==> config.mk <==
export PLATFORM = sky130hd
export DESIGN_NAME = json_value_skip_scanner_flat
export DESIGN_NICKNAME = d
export VERILOG_FILES = /design/src/jvss_pkg.sv /design/src/jvss_if.sv /design/src/jvss_in_stage.sv /design/src/jvss_core.sv /design/src/jvss_out_reg.sv /design/src/json_value_skip_scanner.sv /design/src/flat_wrapper.sv
export SDC_FILE = /design/constraint.sdc
export NUM_CORES = 1
export LEC_CHECK = 0
export BUFFER_PORTS_ARGS = -buffer_cell sky130_fd_sc_hd__buf_2
export CAP_MARGIN = 30
export CELL_PAD_IN_SITES_DETAIL_PLACEMENT = 0
export CELL_PAD_IN_SITES_GLOBAL_PLACEMENT = 1
export CORE_MARGIN = 2
export CORE_UTILIZATION = 47
export DETAILED_ROUTE_END_ITERATION = 6
export HOLD_SLACK_MARGIN = 0.15
export PLACE_DENSITY = 0.88
export SLEW_MARGIN = 10
export SYNTH_ARGS = -nofsm -noshare
export SYNTH_HDL_FRONTEND = slang
export SYNTH_SLANG_ARGS = --single-unit
==> constraint.sdc <==
create_clock -name clk_i -period 3.62 [get_ports clk_i]
set_input_delay 1.086 -clock clk_i [delete_from_list [all_inputs] [get_ports clk_i]]
set_output_delay 1.086 -clock clk_i [all_outputs]
set_load 0.03 [all_outputs]
==> src/jvss_pkg.sv <==
package jvss_pkg;

  // Nesting limit and the width of the depth counter that follows from it
  localparam int unsigned MaxDepth = 255;
  localparam int unsigned DepthW   = $clog2(MaxDepth + 1);

  localparam int unsigned CmdW    = 2;
  localparam int unsigned CountW  = 16;
  localparam int unsigned ByteW   = 8;
  localparam int unsigned StatusW = 2;

  // Commands
  localparam logic [CmdW-1:0] CmdSkip = 2'd0;
  localparam logic [CmdW-1:0] CmdExit = 2'd1;
  localparam logic [CmdW-1:0] CmdSeek = 2'd2;
  localparam logic [CmdW-1:0] CmdData = 2'd3;

  // Result status codes
  localparam logic [StatusW-1:0] StDone     = 2'd0;
  localparam logic [StatusW-1:0] StEnded    = 2'd1;
  localparam logic [StatusW-1:0] StStream   = 2'd2;
  localparam logic [StatusW-1:0] StOverflow = 2'd3;

  // Structural characters
  localparam logic [ByteW-1:0] ChOpenCurly  = 8'h7B;
  localparam logic [ByteW-1:0] ChOpenSquare = 8'h5B;
  localparam logic [ByteW-1:0] ChCloseCurly = 8'h7D;
  localparam logic [ByteW-1:0] ChCloseSquare = 8'h5D;
  localparam logic [ByteW-1:0] ChQuote      = 8'h22;
  localparam logic [ByteW-1:0] ChBackslash  = 8'h5C;
  localparam logic [ByteW-1:0] ChComma      = 8'h2C;

  typedef struct packed {
    logic [CmdW-1:0]   command;
    logic [CountW-1:0] count;
    logic [ByteW-1:0]  data_byte;
  } item_t;

  typedef struct packed {
    logic               valid;
    logic [StatusW-1:0] status;
  } res_t;

endpackage

==> src/jvss_if.sv <==
interface jvss_in_if;
  logic                         valid;
  logic                         ready;
  logic [jvss_pkg::CmdW-1:0]   command;
  logic [jvss_pkg::CountW-1:0] count;
  logic [jvss_pkg::ByteW-1:0]  data_byte;

  modport source (output valid, command, count, data_byte, input ready);
  modport sink   (input valid, command, count, data_byte, output ready);
endinterface

interface jvss_out_if;
  logic                          valid;
  logic                          ready;
  logic [jvss_pkg::StatusW-1:0] status;

  modport source (output valid, status, input ready);
  modport sink   (input valid, status, output ready);
endinterface

==> src/jvss_in_stage.sv <==
module jvss_in_stage (
  input  logic                  clk_i,
  input  logic                  rst_ni,
  input  logic                  in_valid_i,
  input  jvss_pkg::item_t       in_item_i,
  output logic                  in_ready_o,
  input  logic                  adv_i,
  output logic                  valid_o,
  output jvss_pkg::item_t       item_o
);

  logic            valid_q, valid_d;
  jvss_pkg::item_t item_q;
  logic            load;

  // Stage takes a new item when empty or when its item moves on this cycle
  assign in_ready_o = !valid_q || adv_i;
  assign load       = in_valid_i && in_ready_o;

  always_comb begin
    valid_d = valid_q;
    if (load) begin
      valid_d = 1'b1;
    end else if (adv_i) begin
      valid_d = 1'b0;
    end
  end

  always_ff @(posedge clk_i or negedge rst_ni) begin
    if (!rst_ni) begin
      valid_q <= 1'b0;
    end else begin
      valid_q <= valid_d;
    end
  end

  always_ff @(posedge clk_i) begin
    if (load) begin
      item_q <= in_item_i;
    end
  end

  assign valid_o = valid_q;
  assign item_o  = item_q;

endmodule

==> src/jvss_core.sv <==
module jvss_core (
  input  logic            clk_i,
  input  logic            rst_ni,
  input  logic            adv_i,
  input  jvss_pkg::item_t item_i,
  output jvss_pkg::res_t  res_o
);

  localparam logic [1:0] ModeIdle = 2'd0;
  localparam logic [1:0] ModeSkip = 2'd1;
  localparam logic [1:0] ModeExit = 2'd2;
  localparam logic [1:0] ModeSeek = 2'd3;

  logic [1:0]                  mode_q, mode_d;
  logic [jvss_pkg::DepthW-1:0] depth_q, depth_d;
  logic [jvss_pkg::CountW-1:0] left_q, left_d;
  logic                        str_q, str_d;
  logic                        esc_q, esc_d;

  logic                         fin;
  logic [jvss_pkg::StatusW-1:0] fin_status;
  logic                         is_open, is_close;
  logic [jvss_pkg::CountW-1:0]  left_dec;

  assign is_open  = (item_i.data_byte == jvss_pkg::ChOpenCurly) ||
                    (item_i.data_byte == jvss_pkg::ChOpenSquare);
  assign is_close = (item_i.data_byte == jvss_pkg::ChCloseCurly) ||
                    (item_i.data_byte == jvss_pkg::ChCloseSquare);
  assign left_dec = left_q - 1'b1;

  always_comb begin
    mode_d     = mode_q;
    depth_d    = depth_q;
    left_d     = left_q;
    str_d      = str_q;
    esc_d      = esc_q;
    fin        = 1'b0;
    fin_status = jvss_pkg::StDone;

    if (item_i.command != jvss_pkg::CmdData) begin
      // any start abandons the running search
      depth_d = '0;
      left_d  = '0;
      str_d   = 1'b0;
      esc_d   = 1'b0;
      if (item_i.command == jvss_pkg::CmdSeek) begin
        mode_d = ModeSeek;
      end else if (item_i.count == '0) begin
        fin = 1'b1;
      end else begin
        mode_d = (item_i.command == jvss_pkg::CmdSkip) ? ModeSkip : ModeExit;
        left_d = item_i.count;
      end
    end else if (mode_q == ModeIdle) begin
      // data while idle is dropped
    end else if (item_i.data_byte == '0) begin
      fin        = 1'b1;
      fin_status = jvss_pkg::StStream;
    end else if (str_q) begin
      if (esc_q) begin
        esc_d = 1'b0;
      end else if (item_i.data_byte == jvss_pkg::ChBackslash) begin
        esc_d = 1'b1;
      end else if (item_i.data_byte == jvss_pkg::ChQuote) begin
        str_d = 1'b0;
      end
    end else if (mode_q == ModeSeek) begin
      if (is_open) begin
        mode_d  = ModeExit;
        left_d  = jvss_pkg::CountW'(1);
        depth_d = '0;
      end
    end else if (item_i.data_byte == jvss_pkg::ChQuote) begin
      str_d = 1'b1;
      esc_d = 1'b0;
    end else if (is_open) begin
      if (depth_q >= jvss_pkg::DepthW'(jvss_pkg::MaxDepth)) begin
        fin        = 1'b1;
        fin_status = jvss_pkg::StOverflow;
      end else begin
        depth_d = depth_q + 1'b1;
      end
    end else if (is_close) begin
      if (depth_q != '0) begin
        depth_d = depth_q - 1'b1;
      end else if (mode_q == ModeSkip) begin
        fin        = 1'b1;
        fin_status = jvss_pkg::StEnded;
      end else begin
        left_d = left_dec;
        fin    = (left_dec == '0);
      end
    end else if (item_i.data_byte == jvss_pkg::ChComma && mode_q == ModeSkip &&
                 depth_q == '0) begin
      left_d = left_dec;
      fin    = (left_dec == '0);
    end

    if (fin) begin
      mode_d  = ModeIdle;
      depth_d = '0;
      left_d  = '0;
      str_d   = 1'b0;
      esc_d   = 1'b0;
    end
  end

  always_ff @(posedge clk_i or negedge rst_ni) begin
    if (!rst_ni) begin
      mode_q  <= ModeIdle;
      depth_q <= '0;
      left_q  <= '0;
      str_q   <= 1'b0;
      esc_q   <= 1'b0;
    end else if (adv_i) begin
      mode_q  <= mode_d;
      depth_q <= depth_d;
      left_q  <= left_d;
      str_q   <= str_d;
      esc_q   <= esc_d;
    end
  end

  assign res_o.valid  = adv_i && fin;
  assign res_o.status = fin_status;

endmodule

==> src/jvss_out_reg.sv <==
module jvss_out_reg (
  input  logic                         clk_i,
  input  logic                         rst_ni,
  input  jvss_pkg::res_t               res_i,
  output logic                         free_o,
  output logic                         out_valid_o,
  output logic [jvss_pkg::StatusW-1:0] out_status_o,
  input  logic                         out_ready_i
);

  logic                         valid_q, valid_d;
  logic [jvss_pkg::StatusW-1:0] status_q;

  // Free when empty or the held result is taken this cycle
  assign free_o = !valid_q || out_ready_i;

  always_comb begin
    valid_d = valid_q;
    if (res_i.valid) begin
      valid_d = 1'b1;
    end else if (out_ready_i) begin
      valid_d = 1'b0;
    end
  end

  always_ff @(posedge clk_i or negedge rst_ni) begin
    if (!rst_ni) begin
      valid_q <= 1'b0;
    end else begin
      valid_q <= valid_d;
    end
  end

  always_ff @(posedge clk_i) begin
    if (res_i.valid) begin
      status_q <= res_i.status;
    end
  end

  assign out_valid_o  = valid_q;
  assign out_status_o = status_q;

endmodule

==> src/json_value_skip_scanner.sv <==
// Channel | Dir | Payload                       | Handshake
// in_i    | in  | command, count, data_byte     | valid / ready
// out_o   | out | status                        | valid / ready
//
// One item per cycle sustained while the result register is free. An accepted
// item is held in the input register; the scan state update and the status
// decision are made combinationally from it and land in the result register
// when the item advances, from which the status is offered. Reset clears the
// scan state to idle and both stages to empty. A stalled result holds the pipe
// only once the input stage is also full.
module json_value_skip_scanner (
  input logic        clk_i,
  input logic        rst_ni,
  jvss_in_if.sink    in_i,
  jvss_out_if.source out_o
);

  jvss_pkg::item_t in_item;
  jvss_pkg::item_t stage_item;
  jvss_pkg::res_t  res;
  logic            stage_valid;
  logic            out_free;
  logic            adv;

  assign in_item.command   = in_i.command;
  assign in_item.count     = in_i.count;
  assign in_item.data_byte = in_i.data_byte;

  assign adv = stage_valid && out_free;

  jvss_in_stage u_in_stage (
    .clk_i      (clk_i),
    .rst_ni     (rst_ni),
    .in_valid_i (in_i.valid),
    .in_item_i  (in_item),
    .in_ready_o (in_i.ready),
    .adv_i      (adv),
    .valid_o    (stage_valid),
    .item_o     (stage_item)
  );

  jvss_core u_core (
    .clk_i  (clk_i),
    .rst_ni (rst_ni),
    .adv_i  (adv),
    .item_i (stage_item),
    .res_o  (res)
  );

  jvss_out_reg u_out_reg (
    .clk_i        (clk_i),
    .rst_ni       (rst_ni),
    .res_i        (res),
    .free_o       (out_free),
    .out_valid_o  (out_o.valid),
    .out_status_o (out_o.status),
    .out_ready_i  (out_o.ready)
  );

endmodule

==> src/flat_wrapper.sv <==
// flat-port wrapper written by rule: the top's interface ports become plain ports
module json_value_skip_scanner_flat 
  (clk_i, rst_ni, in_i_valid, in_i_command, in_i_count, in_i_data_byte, in_i_ready, out_o_valid, out_o_status, out_o_ready);
  jvss_in_if in_i_i ();
  jvss_out_if out_o_i ();
  input logic clk_i;
  input logic rst_ni;
  input wire logic [$bits(in_i_i.valid)-1:0] in_i_valid;
  input wire logic [$bits(in_i_i.command)-1:0] in_i_command;
  input wire logic [$bits(in_i_i.count)-1:0] in_i_count;
  input wire logic [$bits(in_i_i.data_byte)-1:0] in_i_data_byte;
  output wire logic [$bits(in_i_i.ready)-1:0] in_i_ready;
  output wire logic [$bits(out_o_i.valid)-1:0] out_o_valid;
  output wire logic [$bits(out_o_i.status)-1:0] out_o_status;
  input wire logic [$bits(out_o_i.ready)-1:0] out_o_ready;
  assign in_i_i.valid = in_i_valid;
  assign in_i_i.command = in_i_command;
  assign in_i_i.count = in_i_count;
  assign in_i_i.data_byte = in_i_data_byte;
  assign in_i_ready = in_i_i.ready;
  assign out_o_valid = out_o_i.valid;
  assign out_o_status = out_o_i.status;
  assign out_o_i.ready = out_o_ready;
  json_value_skip_scanner u_core (.clk_i(clk_i), .rst_ni(rst_ni), .in_i(in_i_i), .out_o(out_o_i));
endmodule
==> summary.md <==
| Metric | Value |
|---|---|
| Clk_skew | 18.8 ps |
| Fin crit share | 0.920 |
| Largest family of logic cells by synthesized area | compound AO/OA/AOI/OAI gates |
| Max FO, Critical Path | 13 |
| DR pass1 iterations | 6 |
| Ports | 34 |
| Layout area overhead | 12.4% |
| Total track usage | 0.208 |
| DP HPWL | 6.30 mm |
| Clock root buffer | clkbuf_8 |
| Leak | 1.54 nW |
| Combinational Power Share | 0.379 |
| Number of global-route vias before repair | 2755 |
| Max Slew Vio Count | 0 |
| CTS Buf Count | 9 |
| Crit path DAT | 3520 ps |
| Core Box Area | approximately 7400 um2 |
| Starting Density | 0.491 |
| Power share of the sequential group | 0.390 |
| CTS sink cnt | slightly below 60 |
| Sequential-to-total area share from yosys stat | 0.440 |
| Die Wd | 91.7 um |
| Hold Crit Depth | 1 |
| Critical path startpoint category | register |
| Compound-cell area share of the yosys netlist | 0.220 |
| Period minus WS final | 3330 ps |
| Simple-gate share of the synthesized area | 0.209 |
| Status | completed |
| Antenna violations before repair | 0 |
| Share of cells above drive strength 1 | 0.231 |
| WL/cell | 17.0 um |
| FF+latch count, synth | 58 |
| Crit Path Category | reg -> reg |
| Endpoints failing setup | 0 |
| Max_cap viols | 0 |
| Final Hold Viols | 0 |
| Internal power | around 0.0016 W |
| Post-Synthesis Cell Area | 3620 um2 |
| Clock buffer depth | 2 |
| Setup TNS Final | 0 ps |
| DIE HEIGHT | 91.7 um |
| Post-route setup slack | 289 ps |
| # nets final | 432 |
| Ys flop type | dfrtp_1 |
| Syn_area_per_cell | 10.1 um2 |
| Tightest Pin Transition | 725 ps |
| Final ANT Viol Nets | 0 |
| Overflow after GRT | 0 |
| Vias per cell | 6.13 |
| Post-Synth XOR/XNOR Area | 0.0218 |
| Hold buffer count at CTS | 0 |
| DRC | 0 |
| Total wire length | 8.43 mm |
| Clock network fraction of total power | 0.231 |
| Worst-path clk slew | 70 ps |
| H-tree levels | 3 |
| Number of enable flip-flop cells after synthesis | 28 |
| Max VDD drop | around 400 uV |
| Switching Share | 0.397 |
| GP Congestion | 0.933 |
| # diodes | 0 |
| Clock latency on the worst-skew pair | 350 ps |
| FP Rows | 31 |
| Adder and majority gate portion of the synthesized area | 0.0332 |
| Gate Count Post-Synth | 358 |
| Via Count | 3045 |
| CTS tree | yes |
| Mapped Nets | roughly 400 |
| DR iter-0 viols | 339 |
| CTS resizes | 0 |
| Rel. slew slack | 0.517 |
| Power per cell area | between 600 and 700 nW/um2 |
| Hold WC Path Type | reg -> reg |
| Global-route wire length before repair | around 14 mm |
| Post-CTS repair timing setup buffer count | 0 |
| IO Port Bufs | 33 |
| Multiplexer share of the synthesized area | 0.0301 |
| RSZ-0062 raised after global routing | no |
| Async S/R FF share, synth | 0.517 |
| Largest net degree at the start of global routing | 31 |
| Switching Power | 0.00104 W |
| FMAX | 0.300 GHz |
| Worst r2r path cells | 12 |
| Required time worst endpoint | 3810 ps |
| Final Hold Slack | 495 ps |
| Die area | 8420 um2 |
| Yosys warns | 0 |
| Pre-CTS setup slack | between 300 and 400 ps |
| Setup crit end kind | register |
| Netlist cell types | 79 |
layout by cell type (no fill, tap or decap), drive strengths merged, types with 4 or more instances in the layout:
| cell | netlist | layout |
|---|---|---|
| nand2b | 4 | 4 |
| clkbuf | 9 | 9 |
| nor2 | 31 | 31 |
| nor3 | 13 | 13 |
| o22ai | 4 | 4 |
| a221oi | 6 | 6 |
| nor4 | 14 | 14 |
| nand2 | 28 | 28 |
| nand4 | 11 | 11 |
| buf | 9 | 42 |
| inv | 16 | 18 |
| a211oi | 7 | 7 |
| or3 | 4 | 4 |
| dfrtp | 30 | 30 |
| edfxtp | 28 | 28 |
| nand3 | 14 | 14 |
| nor2b | 4 | 4 |
| xnor2 | 7 | 7 |
| a21oi | 22 | 22 |
| ha | 8 | 8 |
| o21ai | 11 | 11 |
| mux2 | 7 | 7 |
| a31oi | 4 | 4 |
worst max-delay path: stages, from the launching register on:
cell and delay, ps:
dfrtp_1 450, inv_1 90, ha_1 220, buf_4 160, nor2_1 180, a31oi_1 180
a211oi_2 300, nand4_1 180, o21ai_2 240, o21a_2 230, o32ai_4 210, a2111oi_0 590
o22ai_1 160
power by group through the flow:
stage	Sequential (W)	Combinational [W]	Clock, W
2_1_floorplan	0.000921	0.000881	0
3_3_place_gp	0.00103	0.000970	0
3_5_place_dp	0.00103	0.000977	0
4_1_cts	0.00102	0.000983	0.000617
5_1_grt	0.00105	0.00111	0.000652
6_report	0.00102	0.000994	0.000606
stage by stage:
step                      power, W  std cells  area (um2)  utilization
final                      0.00262        497        4070        0.552
after global routing       0.00281        497        4070        0.552
after CTS                  0.00262        497        4070        0.552
after detailed placement   0.00201        481        3870        0.525
after global placement     0.00200        481        3870        0.525
after floorplan            0.00180        358        3620            -
path summary, 6_finish.rpt:
| path | end | slack (ps) | from |
|---|---|---|---|
| setup / recovery | u_core.u_core.left_q[9] | 290 | u_core.u_core.left_q[0] |
| hold / removal | u_core.u_core.mode_q[0] | 500 | u_core.u_in_stage.item_o[24] |
| setup reg to reg | u_core.u_core.left_q[9] | 290 | u_core.u_core.left_q[0] |
| hold reg to reg | u_core.u_core.mode_q[0] | 500 | u_core.u_in_stage.item_o[24] |
| max in group asynchronous | u_core.u_core.depth_q[0] | 2350 | rst_ni |
| min in group asynchronous | u_core.u_core.left_q[5] | 790 | rst_ni |
logic make-up (layout without fill, tap and decap cells):
family | after synthesis | count (layout)
AND/OR/NAND/NOR | 138 | 138
adder cells (fa/ha/maj) | 9 | 9
AO/OA/AOI/OAI | 100 | 100
flip-flops | 58 | 58
buffers and inverters | 34 | 74
XOR/XNOR | 9 | 9
multiplexers | 10 | 10
synthesized netlist by cell type, types with 6 or more instances:
master,count,share of area
a211oi_1,6,0.012
a21oi_1,21,0.029
clkbuf_1,9,0.0093
dfrtp_1,30,0.21
edfxtp_1,28,0.23
ha_1,8,0.028
inv_1,15,0.016
mux2_2,7,0.022
nand2_1,28,0.029
nand3_1,13,0.018
nand4_1,11,0.019
nor2_1,30,0.031
nor3_1,11,0.015
nor4_1,13,0.022
o21ai_0,7,0.0097
xnor2_1,7,0.017
sequential cells by signal, summed over array words and instances (netlist names):
name,flops
u_core.u_core.str_q,1
u_core.u_core.mode_q,2
u_core.u_in_stage.valid_o,1
u_core.u_core.depth_q,8
u_core.u_core.esc_q,1
u_core.u_out_reg.out_status_o,2
u_core.u_core.left_q,16
u_core.u_in_stage.item_o,26
u_core.u_out_reg.out_valid_o,1
cell type report:
type / instances / area, um2
Fill cell: 649 / 3300
Tap cell: 99 / 124
Timing Repair Buffer: 42 / 233
Inverter: 16 / 60.1
Clock inverter: 7 / 76.3
Multi-Input combinational cell: 266 / 1860
Clock buffer: 9 / 124
Sequential cell: 58 / 1590
metal layers:
metal	vias to the layer above	wire, um	global-route usage
li1	1445	-	-
met2	122	3870	0.314
met1	1459	3900	0.299
met4	0	175	0.0796
met5	-	0	0
met3	19	496	0.0345
(Power assumes the default switching activity.)
